### src/hdl/srdiv_pkg.sv
// ----------------------------------------------------------------------------
// srdiv_pkg
// Shared types for the signed restoring divider pipeline.
// ----------------------------------------------------------------------------
package srdiv_pkg;

	// Sign and exception flags that travel with each item through the stages
	typedef struct packed {
		logic dividend_neg;
		logic divisor_neg;
		logic div_zero;
	} stage_flags_t;

endpackage

### src/hdl/srdiv_prep.sv
// ----------------------------------------------------------------------------
// srdiv_prep
// Input stage: takes operand magnitudes and records signs and the zero divisor.
// ----------------------------------------------------------------------------
module srdiv_prep import srdiv_pkg::*; #(
	parameter int unsigned WIDTH = 16
) (
	input  logic               clk,
	input  logic               arst_n,
	input  logic               in_valid,
	output logic               in_ready,
	input  logic [WIDTH-1:0]   dividend,
	input  logic [WIDTH-1:0]   divisor,
	output logic               out_valid,
	input  logic               out_ready,
	output logic [WIDTH:0]     rem_out,
	output logic [WIDTH-1:0]   quo_out,
	output logic [WIDTH-1:0]   mag_out,
	output stage_flags_t       flags_out
);

	logic               valid_s1;
	logic [WIDTH-1:0]   dividend_mag;
	logic [WIDTH-1:0]   divisor_mag;
	stage_flags_t       flags;
	logic [WIDTH-1:0]   quo_s1;
	logic [WIDTH-1:0]   mag_s1;
	stage_flags_t       flags_s1;

	always_comb begin
		dividend_mag       = dividend[WIDTH-1] ? (~dividend + WIDTH'(1'b1)) : dividend;
		divisor_mag        = divisor[WIDTH-1] ? (~divisor + WIDTH'(1'b1)) : divisor;
		flags.dividend_neg = dividend[WIDTH-1];
		flags.divisor_neg  = divisor[WIDTH-1];
		flags.div_zero     = (divisor == '0);
	end

	assign in_ready = !valid_s1 || out_ready;

	always_ff @(posedge clk or negedge arst_n) begin
		if (!arst_n) begin
			valid_s1 <= 1'b0;
		end else if (in_ready) begin
			valid_s1 <= in_valid;
		end
	end

	always_ff @(posedge clk) begin
		if (in_valid && in_ready) begin
			quo_s1   <= dividend_mag;
			mag_s1   <= divisor_mag;
			flags_s1 <= flags;
		end
	end

	assign out_valid = valid_s1;
	assign rem_out   = '0;
	assign quo_out   = quo_s1;
	assign mag_out   = mag_s1;
	assign flags_out = flags_s1;

endmodule

### src/hdl/srdiv_step.sv
// ----------------------------------------------------------------------------
// srdiv_step
// One restoring division step: shift, trial subtract, keep or restore.
// ----------------------------------------------------------------------------
module srdiv_step import srdiv_pkg::*; #(
	parameter int unsigned WIDTH = 16
) (
	input  logic               clk,
	input  logic               arst_n,
	input  logic               in_valid,
	output logic               in_ready,
	input  logic [WIDTH:0]     rem_in,
	input  logic [WIDTH-1:0]   quo_in,
	input  logic [WIDTH-1:0]   mag_in,
	input  stage_flags_t       flags_in,
	output logic               out_valid,
	input  logic               out_ready,
	output logic [WIDTH:0]     rem_out,
	output logic [WIDTH-1:0]   quo_out,
	output logic [WIDTH-1:0]   mag_out,
	output stage_flags_t       flags_out
);

	logic               valid_s1;
	logic [WIDTH:0]     rem_shift;
	logic [WIDTH+1:0]   diff;
	logic [WIDTH:0]     rem_next;
	logic [WIDTH-1:0]   quo_next;
	logic [WIDTH:0]     rem_s1;
	logic [WIDTH-1:0]   quo_s1;
	logic [WIDTH-1:0]   mag_s1;
	stage_flags_t       flags_s1;

	always_comb begin
		rem_shift = {rem_in[WIDTH-1:0], quo_in[WIDTH-1]};
		diff      = {1'b0, rem_shift} - {2'b00, mag_in};
		if (!diff[WIDTH+1]) begin
			rem_next = diff[WIDTH:0];
			quo_next = {quo_in[WIDTH-2:0], 1'b1};
		end else begin
			rem_next = rem_shift;
			quo_next = {quo_in[WIDTH-2:0], 1'b0};
		end
	end

	assign in_ready = !valid_s1 || out_ready;

	always_ff @(posedge clk or negedge arst_n) begin
		if (!arst_n) begin
			valid_s1 <= 1'b0;
		end else if (in_ready) begin
			valid_s1 <= in_valid;
		end
	end

	always_ff @(posedge clk) begin
		if (in_valid && in_ready) begin
			rem_s1   <= rem_next;
			quo_s1   <= quo_next;
			mag_s1   <= mag_in;
			flags_s1 <= flags_in;
		end
	end

	assign out_valid = valid_s1;
	assign rem_out   = rem_s1;
	assign quo_out   = quo_s1;
	assign mag_out   = mag_s1;
	assign flags_out = flags_s1;

endmodule

### src/hdl/srdiv_post.sv
// ----------------------------------------------------------------------------
// srdiv_post
// Output stage: applies result signs and forces zero results on a zero divisor.
// ----------------------------------------------------------------------------
module srdiv_post import srdiv_pkg::*; #(
	parameter int unsigned WIDTH = 16
) (
	input  logic               clk,
	input  logic               arst_n,
	input  logic               in_valid,
	output logic               in_ready,
	input  logic [WIDTH:0]     rem_in,
	input  logic [WIDTH-1:0]   quo_in,
	input  stage_flags_t       flags_in,
	output logic               out_valid,
	input  logic               out_ready,
	output logic [WIDTH:0]     quotient,
	output logic [WIDTH-1:0]   remainder,
	output logic               divide_by_zero
);

	logic               valid_s1;
	logic [WIDTH:0]     quo_ext;
	logic [WIDTH-1:0]   rem_mag;
	logic [WIDTH:0]     quo_signed;
	logic [WIDTH-1:0]   rem_signed;
	logic [WIDTH:0]     quotient_s1;
	logic [WIDTH-1:0]   remainder_s1;
	logic               dz_s1;

	always_comb begin
		quo_ext = {1'b0, quo_in};
		rem_mag = rem_in[WIDTH-1:0];
		if (flags_in.div_zero) begin
			quo_signed = '0;
			rem_signed = '0;
		end else begin
			quo_signed = (flags_in.dividend_neg != flags_in.divisor_neg)
				? (~quo_ext + (WIDTH+1)'(1'b1)) : quo_ext;
			rem_signed = flags_in.dividend_neg ? (~rem_mag + WIDTH'(1'b1)) : rem_mag;
		end
	end

	assign in_ready = !valid_s1 || out_ready;

	always_ff @(posedge clk or negedge arst_n) begin
		if (!arst_n) begin
			valid_s1 <= 1'b0;
		end else if (in_ready) begin
			valid_s1 <= in_valid;
		end
	end

	always_ff @(posedge clk) begin
		if (in_valid && in_ready) begin
			quotient_s1  <= quo_signed;
			remainder_s1 <= rem_signed;
			dz_s1        <= flags_in.div_zero;
		end
	end

	assign out_valid      = valid_s1;
	assign quotient       = quotient_s1;
	assign remainder      = remainder_s1;
	assign divide_by_zero = dz_s1;

endmodule

### src/hdl/signed_restoring_divider.sv
// ----------------------------------------------------------------------------
// signed_restoring_divider
// Pipelined signed divider: one restoring step per stage, C sign rules.
//
// Channel   Dir  Handshake          Payload
// s_*       in   s_tvalid/s_tready  tdata: dividend, divisor
// m_*       out  m_tvalid/m_tready  tdata: quotient, remainder; tuser: divide_by_zero
//
// The pipeline has one magnitude stage, WIDTH step stages and one sign stage.
// A new operand pair is taken every cycle while the output side keeps up.
// Each stage holds its item while the next one is full and stalled; no item is lost.
// Reset clears only the stage valid bits.
// ----------------------------------------------------------------------------
module signed_restoring_divider import srdiv_pkg::*; #(
	parameter int unsigned WIDTH = 16
) (
	input  logic                                 clk,
	input  logic                                 arst_n,
	input  logic                                 s_tvalid,
	output logic                                 s_tready,
	// dividend [WIDTH-1:0], divisor [2*WIDTH-1:WIDTH], zero fill above
	input  logic [((2*WIDTH+7)/8)*8-1:0]         s_tdata,
	output logic                                 m_tvalid,
	input  logic                                 m_tready,
	// quotient [WIDTH:0], remainder [2*WIDTH:WIDTH+1], zero fill above
	output logic [((2*WIDTH+8)/8)*8-1:0]         m_tdata,
	// divide_by_zero [0]
	output logic                                 m_tuser
);

	localparam int unsigned OUT_BITS = ((2*WIDTH+8)/8)*8;

	logic               valid_st [0:WIDTH];
	logic               ready_st [0:WIDTH];
	logic [WIDTH:0]     rem_st   [0:WIDTH];
	logic [WIDTH-1:0]   quo_st   [0:WIDTH];
	logic [WIDTH-1:0]   mag_st   [0:WIDTH];
	stage_flags_t       flags_st [0:WIDTH];
	logic [WIDTH:0]     quotient;
	logic [WIDTH-1:0]   remainder;

	srdiv_prep #(.WIDTH(WIDTH)) u_prep (
		.clk       (clk),
		.arst_n    (arst_n),
		.in_valid  (s_tvalid),
		.in_ready  (s_tready),
		.dividend  (s_tdata[WIDTH-1:0]),
		.divisor   (s_tdata[2*WIDTH-1:WIDTH]),
		.out_valid (valid_st[0]),
		.out_ready (ready_st[0]),
		.rem_out   (rem_st[0]),
		.quo_out   (quo_st[0]),
		.mag_out   (mag_st[0]),
		.flags_out (flags_st[0])
	);

	for (genvar i = 0; i < WIDTH; i++) begin : g_step
		srdiv_step #(.WIDTH(WIDTH)) u_step (
			.clk       (clk),
			.arst_n    (arst_n),
			.in_valid  (valid_st[i]),
			.in_ready  (ready_st[i]),
			.rem_in    (rem_st[i]),
			.quo_in    (quo_st[i]),
			.mag_in    (mag_st[i]),
			.flags_in  (flags_st[i]),
			.out_valid (valid_st[i+1]),
			.out_ready (ready_st[i+1]),
			.rem_out   (rem_st[i+1]),
			.quo_out   (quo_st[i+1]),
			.mag_out   (mag_st[i+1]),
			.flags_out (flags_st[i+1])
		);
	end

	srdiv_post #(.WIDTH(WIDTH)) u_post (
		.clk            (clk),
		.arst_n         (arst_n),
		.in_valid       (valid_st[WIDTH]),
		.in_ready       (ready_st[WIDTH]),
		.rem_in         (rem_st[WIDTH]),
		.quo_in         (quo_st[WIDTH]),
		.flags_in       (flags_st[WIDTH]),
		.out_valid      (m_tvalid),
		.out_ready      (m_tready),
		.quotient       (quotient),
		.remainder      (remainder),
		.divide_by_zero (m_tuser)
	);

	assign m_tdata = OUT_BITS'({remainder, quotient});

endmodule
### config.mk
export PLATFORM = sky130hd
export DESIGN_NAME = signed_restoring_divider
export DESIGN_NICKNAME = d
export VERILOG_FILES = /design/src/hdl/srdiv_pkg.sv /design/src/hdl/srdiv_prep.sv /design/src/hdl/srdiv_step.sv /design/src/hdl/srdiv_post.sv /design/src/hdl/signed_restoring_divider.sv
export SDC_FILE = /design/constraint.sdc
export NUM_CORES = 1
export LEC_CHECK = 0
export ABC_AREA = 1
export BUFFER_PORTS_ARGS = -buffer_cell sky130_fd_sc_hd__buf_2
export CORE_ASPECT_RATIO = 0.8
export CORE_UTILIZATION = 63
export DETAILED_ROUTE_END_ITERATION = 12
export GPL_ROUTABILITY_DRIVEN = 0
export PLACE_DENSITY_LB_ADDON = 0.2
export SLEW_MARGIN = 40
export SYNTH_ARGS = -nofsm -noshare
export SYNTH_HDL_FRONTEND = slang
export SYNTH_SLANG_ARGS = --single-unit
### constraint.sdc
create_clock -name clk -period 5.25 [get_ports clk]
set_clock_uncertainty 0.1 [all_clocks]
set_input_delay 0.525 -clock clk [delete_from_list [all_inputs] [get_ports clk]]
set_output_delay 0.525 -clock clk [all_outputs]
set_load 0.05 [all_outputs]
==> results of run 1 <==
## power by group through the flow
stage / clock, mW / sequential, mW / combinational (mW)
6_report: 6.17 / 13.2 / 14.2
4_1_cts: 6.29 / 13.2 / 14.2
2_1_floorplan: 0 / 12.9 / 11.6
3_5_place_dp: 0 / 13.3 / 14.0
3_3_place_gp: 0 / 13.2 / 13.6
5_1_grt: 6.55 / 13.4 / 15.9
## worst max-delay path by stage
stage | startpoint | to | slack, ps | cells after the start
detailed placement | m_tready | g_step[2].u_step.rem_out[14]$_DFFE_PP_ | 2280 | 14
finish | u_post.out_valid$_DFFE_PN0P_ | s_tready | 2020 | 10
global placement | g_step[10].u_step.mag_out[2]$_DFFE_PP_ | g_step[11].u_step.rem_out[3]$_DFFE_PP_ | 2350 | 12
floorplan | u_post.out_valid$_DFFE_PN0P_ | g_step[0].u_step.flags_out[0]$_DFFE_PP_ | 850 | 11
CTS | u_post.out_valid$_DFFE_PN0P_ | s_tready | 1980 | 10
global route | u_post.out_valid$_DFFE_PN0P_ | s_tready | 1790 | 10
## cells by family after synthesis
| kind of cell | after synthesis |
|---|---|
| XOR/XNOR | 204 |
| other | 1 |
| AO/OA/AOI/OAI | 739 |
| flip-flops | 887 |
| AND/OR/NAND/NOR | 976 |
| buffers and inverters | 519 |
| adder cells (fa/ha/maj) | 261 |
## sequential cells by signal (all words and copies together) (netlist names), 3 cells and up
signal / count
g_step.u_step.quo_out: 256
g_step.u_step.rem_out: 256
g_step.u_step.mag_out: 240
g_step.u_step.flags_out: 48
u_post.quotient: 17
g_step.u_step.out_valid: 16
u_post.remainder: 16
u_prep.mag_out: 16
u_prep.quo_out: 16
u_prep.flags_out: 3
## routing by layer
layer | part of all wire, % | wire [um] | track usage (%) | up-vias
met1 | 43 | 32600 | 28.7 | 12251
met4 | 1.9 | 1470 | 5.79 | 0
li1 | - | - | - | 12871
met5 | 0 | 0 | 0 | -
met2 | 51 | 38900 | 39.5 | 508
met3 | 3.6 | 2700 | 3.21 | 122
## layout make-up
type / count / area, um2
Clock buffer: 111 / 2280
Timing Repair Buffer: 89 / 508
Inverter: 462 / 1740
Multi-Input combinational cell: 2194 / 14200
Clock inverter: 43 / 553
Sequential cell: 887 / 26500
Tap cell: 913 / 1140
Fill cell: 4595 / 20300
## stage by stage
step           instance area, um2  std cells  hold WS (ps)
2_1_floorplan               42800       3600           129
3_3_place_gp                44000       4540           301
3_5_place_dp                44100       4541           305
4_1_cts                     46900       4699          30.3
5_1_grt                     46900       4699          45.3
6_report                    46900       4699          80.2
## synth_stat cells, drive strengths merged, types with 16 or more instances
cell type  count  area [um2]
nand3         96         521
dfrtp         18         450
a21oi        448        2590
o31ai         29         218
nand3b        33         248
a21o          22         165
o21ai        146         764
inv          460        1730
nor2         341        1310
a21boi        23         173
nor3          55         295
nand4         23         186
a31oi         23         144
buf           50         473
xor2         100         876
o21a          16         120
nand2        410        1680
edfxtp       869       26100
xnor2        104         911
ha           246        3080
## timing repair
action	CTS	global route
resized for setup	0	0
endpoints found under the setup margin	0	0
endpoints found under the hold margin	21	0
hold buffers	4	0
==> impl_metrics.yaml, run 1 <==
clock_network:
  cts-htree-levels: 3
  cts_max_path_buffers: 3
  clock_sinks: 887
  cts_tree: "built"
  clk_latency_ps: 640
  path_clk_slew_ps: 60
  cts_buffers: 85
  postCtsSetupBuffers: 0
  ctsRootBufferMaster: "clkbuf_16"
pwr:
  power_leakage_nw: 19.1
  p_clk_share_pct: 18.4
  power.density_nw_per_um2: 714
  p_int_mw: 20.8
  comb_power_share_pct: 42.3
  p_seq_share_pct: 39.3
  p_sw_share_pct: 38.1
  vdd_drop_max_mv: 0.362
  power.switching_mw: 12.7
  total_power_mw: 33.5
synth:
  async_flop_share_pct: 2.03
  synth_warnings: 0
  synth_simple_gate_area_share_pct: 10.2
  synthFlopType: "edfxtp_1"
  avgSynthCellArea_um2: 11.9
  synth_top_family_by_area: "compound AO/OA/AOI/OAI gates"
  synth_edf_count: 869
  muxShareOfSynthArea_pct: 0
  synth_adder_area_share_pct: 7.89
  syn_inst: 3587
  ys_ff_latch: 887
  synth_xor_area_share_pct: 4.17
  seq_area_frac_synth_pct: 62.0
  synth_compound_area_share_pct: 10.5
  ys_types: 51
  synth_area_um2: 42800
route:
  dr.pass1.iters: 6
  route.detailed.drc: 0
  ant_nets: 0
  dr_total_vias: 25752
  drt-initial-drc-count: 1569
  via_per_inst: 5.48
  drt-total-wl_um: 75700
  wl_per_cell_um: 16.1
timing:
  rsz0062_at_grt: "no"
  relSlewSlack_pct: 52.6
  maxSlewViolCount: 0
  layout_worst_path_cycle_share_pct: 61.6
  post-route-worst-setup-slack_ps: 2020
  finalSetupViolCount: 0
  final-hold-violation-count: 0
  max_freq_mhz: 309
  worstMarginPinSlew_ps: 711
  setup_tns_ps: 0
  finalWorstPathRequiredPeriod_ps: 3230
finish:
  drive_gt1_share_pct: 10.5
  final_util_pct: 69.8
  layout_common_cells: "edfxtp_1 (869), inv_1 (452), nand2_1 (367)"
  area_growth_pct: 9.69
  nets: 4016
  diodes: 0
  final_common_cell: "edfxtp_1"
floorplan:
  die_w_um: 293
  core_um2: 67200
  pin_count: 79
  fp-row-count: 85
  initial_core_util_pct: 63.7
  die-area_um2: 69000
  dieHeight_um: 235
worst_setup_path:
  slowest_delay_ps: 450
  path_cells: "nand3_2 > nor2_4 > nand4_4 > nor2_4 > nand4_4 > nor2_4 > nand4_2 > nor2_2 > nand4_2 > buf_2"
  cp_num_buf_inv: 1
  path_class: "reg2out"
  r2r_cells: 12
  crit_path_top_delay_cell: "dfrtp_1"
  cp-end-kind: "primary output"
  rr_endpoint: "g_step[2].u_step.mag_out[4]$_DFFE_PP_"
  worstPathArrival_ps: 2610
  crit_family: "simple AND/OR/NAND/NOR gates"
  path_common_cell: "nor2_4"
  cp-start-kind: "flop"
  worstPathRequired_ps: 4620
  crit_fanout: 4
  r2r_start: "u_post.out_valid$_DFFE_PN0P_"
  reg2reg_slack_ps: 2520
placement:
  dp_hpwl_um: 52900
  io_buffers: 71
  pre_cts_ws_ps: 2280
grt:
  grt.total_usage_pct: 22.3
  grt_start_max_net_pins: 52
  grt_pass1_vias: 25474
  antenna_found_initial: 0
  overflow: 0
  grt_pass1_wl_um: 125000
min_path:
  worst_hold_path.num_cells: 2
  hold_class: "in2reg"
  min_from: "s_tdata[29]"
  whs_endpoint: "u_prep.mag_out[15]$_SDFFCE_PN0P_"
job:
  maxCapViolCount: 0
outcome:
  status: "finished clean"
(Power assumes the default switching activity.)
==> run 2, diff against run 1 <==
- CORE_UTILIZATION: 63 -> 57
- clock period: 5.25 -> 2.65 ns (I/O delays scaled with it)
==> run 2 against run 1 <==
Against the previous run: the flow now finishes with violations (setup timing); sequential power rose by 97%; first-iteration DRC count rose by 19%; final area rose by 2.8%; utilization fell by 4.7 points; hold slack got worse by 58 ps; sequential share of layout area fell by 1.5 points; clock-buffer cell count fell by 9; register-to-register slack got worse by 2400 ps; global-route usage fell by 1.6 points; non-clock buffer count rose by 73; combinational power rose by 110%; die area rose by 10%; critical endpoint unchanged.
==> impl_metrics.yaml, run 2 (synthesis gave the netlist of run 1 again) <==
worst_setup_path:
  crit_family: "simple AND/OR/NAND/NOR gates"
  path_class: "reg2out"
  cp-start-kind: "flop"
  reg2reg_slack_ps: 100
  crit_path_start: "g_step[15].u_step.out_valid$_DFFE_PN0P_"
  rr_endpoint: "g_step[7].u_step.rem_out[12]$_DFFE_PP_"
  worstPathArrival_ps: 2290
  worstPathRequired_ps: 2290
  crit_cells: 10
  crit_path_top_delay_cell: "dfrtp_1"
  r2r_start: "g_step[6].u_step.mag_out[0]$_DFFE_PP_"
  path_cells: "nand3_4 > nor2_4 > nand4_4 > nor2_4 > nand4_4 > nor2_4 > nand4_4 > nor2_4 > nand4_4 > buf_6"
  slowest_delay_ps: 390
  cp-end-kind: "primary output"
  endpoint: "s_tready"
  cp_num_buf_inv: 1
  r2r_cells: 11
  crit_fanout: 3
grt:
  grt_pass1_wl_um: 127000
  grt_start_max_net_pins: 52
  met2_usage_pct: 36.4
  antenna_found_initial: 2
  met1_usage_pct: 26.4
  busiest_layer: "met2"
  overflow: 0
  use_met3_pct: 2.82
  grt.total_usage_pct: 20.6
  grt_pass1_vias: 25548
clock_network:
  cts_buffers: 85
  clock_sinks: 887
  cts-htree-levels: 3
  cts_tree: "built"
  path_clk_slew_ps: 60
  clk_latency_ps: 640
  ctsRootBufferMaster: "clkbuf_16"
  cts_max_path_buffers: 3
floorplan:
  fp-row-count: 89
  die_w_um: 308
  pin_count: 79
  core_um2: 74100
  dieHeight_um: 247
  die-area_um2: 76200
  initial_core_util_pct: 57.8
timing:
  post-route-worst-setup-slack_ps: -6.83
  finalWorstPathRequiredPeriod_ps: 2660
  finalSetupViolCount: 1
  max_freq_mhz: 376
  worstMarginPinSlew_ps: 917
  final-hold-violation-count: 0
  layout_worst_path_cycle_share_pct: 100
  relSlewSlack_pct: 38.7
  setup_tns_ps: -6.83
  holdWs_ps: 22.5
  maxSlewViolCount: 0
  rsz0062_at_grt: "yes"
pwr:
  power.density_nw_per_um2: 1410
  p_sw_share_pct: 38.1
  power_leakage_nw: 19.6
  comb_power_share_pct: 43.5
  total_power_mw: 68.0
  vdd_drop_max_mv: 0.774
  p_int_mw: 42.1
  p_clk_share_pct: 18.4
  power.switching_mw: 25.9
  p_seq_share_pct: 38.2
route:
  dr_total_vias: 26120
  dr.pass1.iters: 6
  ant_nets: 0
  route.detailed.drc: 0
  wl_per_cell_um: 16.1
  drt-initial-drc-count: 1861
  via_per_inst: 5.37
  drt-total-wl_um: 78200
outcome:
  status: "complete, but fails checks"
  violations: "setup timing"
finish:
  multi_input_area_um2: 14500
  nets: 4091
  layout_common_cells: "edfxtp_1 (869), inv_1 (451), nand2_1 (370)"
  fin_area_um2: 48300
  area_growth_pct: 12.8
  drive_gt1_share_pct: 12.3
  final_util_pct: 65.2
  final_common_cell: "edfxtp_1"
  fillCellCount: 5382
  regArea_um2: 26500
job:
  maxCapViolCount: 0
placement:
  io_buffers: 71
  place_area_um2: 44600
  dp_hpwl_um: 53900
min_path:
  hold_class: "in2reg"
## run 2: cell count changes in the layout (fill, tap and decap cells not counted), sizes merged, moves of 3 or more
cell / previous run / this run
inv: 462 / 467
buf: 85 / 115
dlygate4sd3: 4 / 47
clkinvlp: 2 / 7
clkbuf: 111 / 102
bufinv: 9 / 12
## run 2: what timing repair did
action,CTS,global route
gates resized for setup,4,61
buffers inserted,1,1
endpoints found under the setup margin,1,179
endpoints found under the hold margin,57,2
pin swaps,1,9
hold buffers,47,2
gates cloned,0,2
## run 2: routing by layer
metal / share of wire (%) / up-vias / wire length (um)
met3: 3.7 / 143 / 2890
met2: 50 / 523 / 39200
met4: 2.5 / 0 / 1940
li1: - / 13073 / -
met5: 0 / - / 0
met1: 44 / 12381 / 34100
## run 2: worst min-delay path by stage
| stage | slack, ps | end | cells past startpoint | from |
|---|---|---|---|---|
| after floorplan | -130 | g_step[0].u_step.out_valid$_DFFE_PN0P_ | 0 | arst_n |
| after global placement | 120 | u_prep.out_valid$_DFFE_PN0P_ | 1 | arst_n |
| after detailed placement | 130 | u_prep.out_valid$_DFFE_PN0P_ | 1 | arst_n |
| after CTS | 210 | u_post.quotient[12]$_SDFFCE_PP0P_ | 4 | m_tready |
| after global routing | 50 | g_step[11].u_step.out_valid$_DFFE_PN0P_ | 6 | m_tready |
| final | 20 | g_step[11].u_step.out_valid$_DFFE_PN0P_ | 6 | m_tready |
## run 2: power groups by stage
stage | logic [mW] | clock network [mW] | registers (mW)
after floorplan | 23.0 | 0 | 25.4
after global placement | 27.9 | 0 | 26.1
after detailed placement | 28.4 | 0 | 26.3
after CTS | 28.8 | 12.7 | 26.0
after global routing | 33.1 | 13.3 | 26.5
final | 29.6 | 12.5 | 26.0
## run 2: area by class of cell
class	count	share of cell area, %
antenna	2	0.0104
clock buffer	102	4.58
timing repair buffer	162	2.79
clock inverter	54	1.37
tap	1001	2.59
inverter	462	3.61
sequential	887	55.0
multi-input combinational	2196	30.1
## run 2: worst reg2reg max path, cell delays in order (launching register included)
cell and delay (ps):
edfxtp_1 380, ha_1 250, fa_1 470, nand3b_1 180
nand2_1 140, a21oi_2 100, o21ai_1 230, a21boi_2 100
o21ai_1 150, xor2_1 90, nand2_1 60, nand2_1 50
## run 2: per-stage QoR
step	worst slack (ps)	std cells
after global routing	-186	4866
after global placement	93.8	4656
after floorplan	-248	3600
after CTS	-118	4860
final	-6.83	4866
after detailed placement	17.7	4656
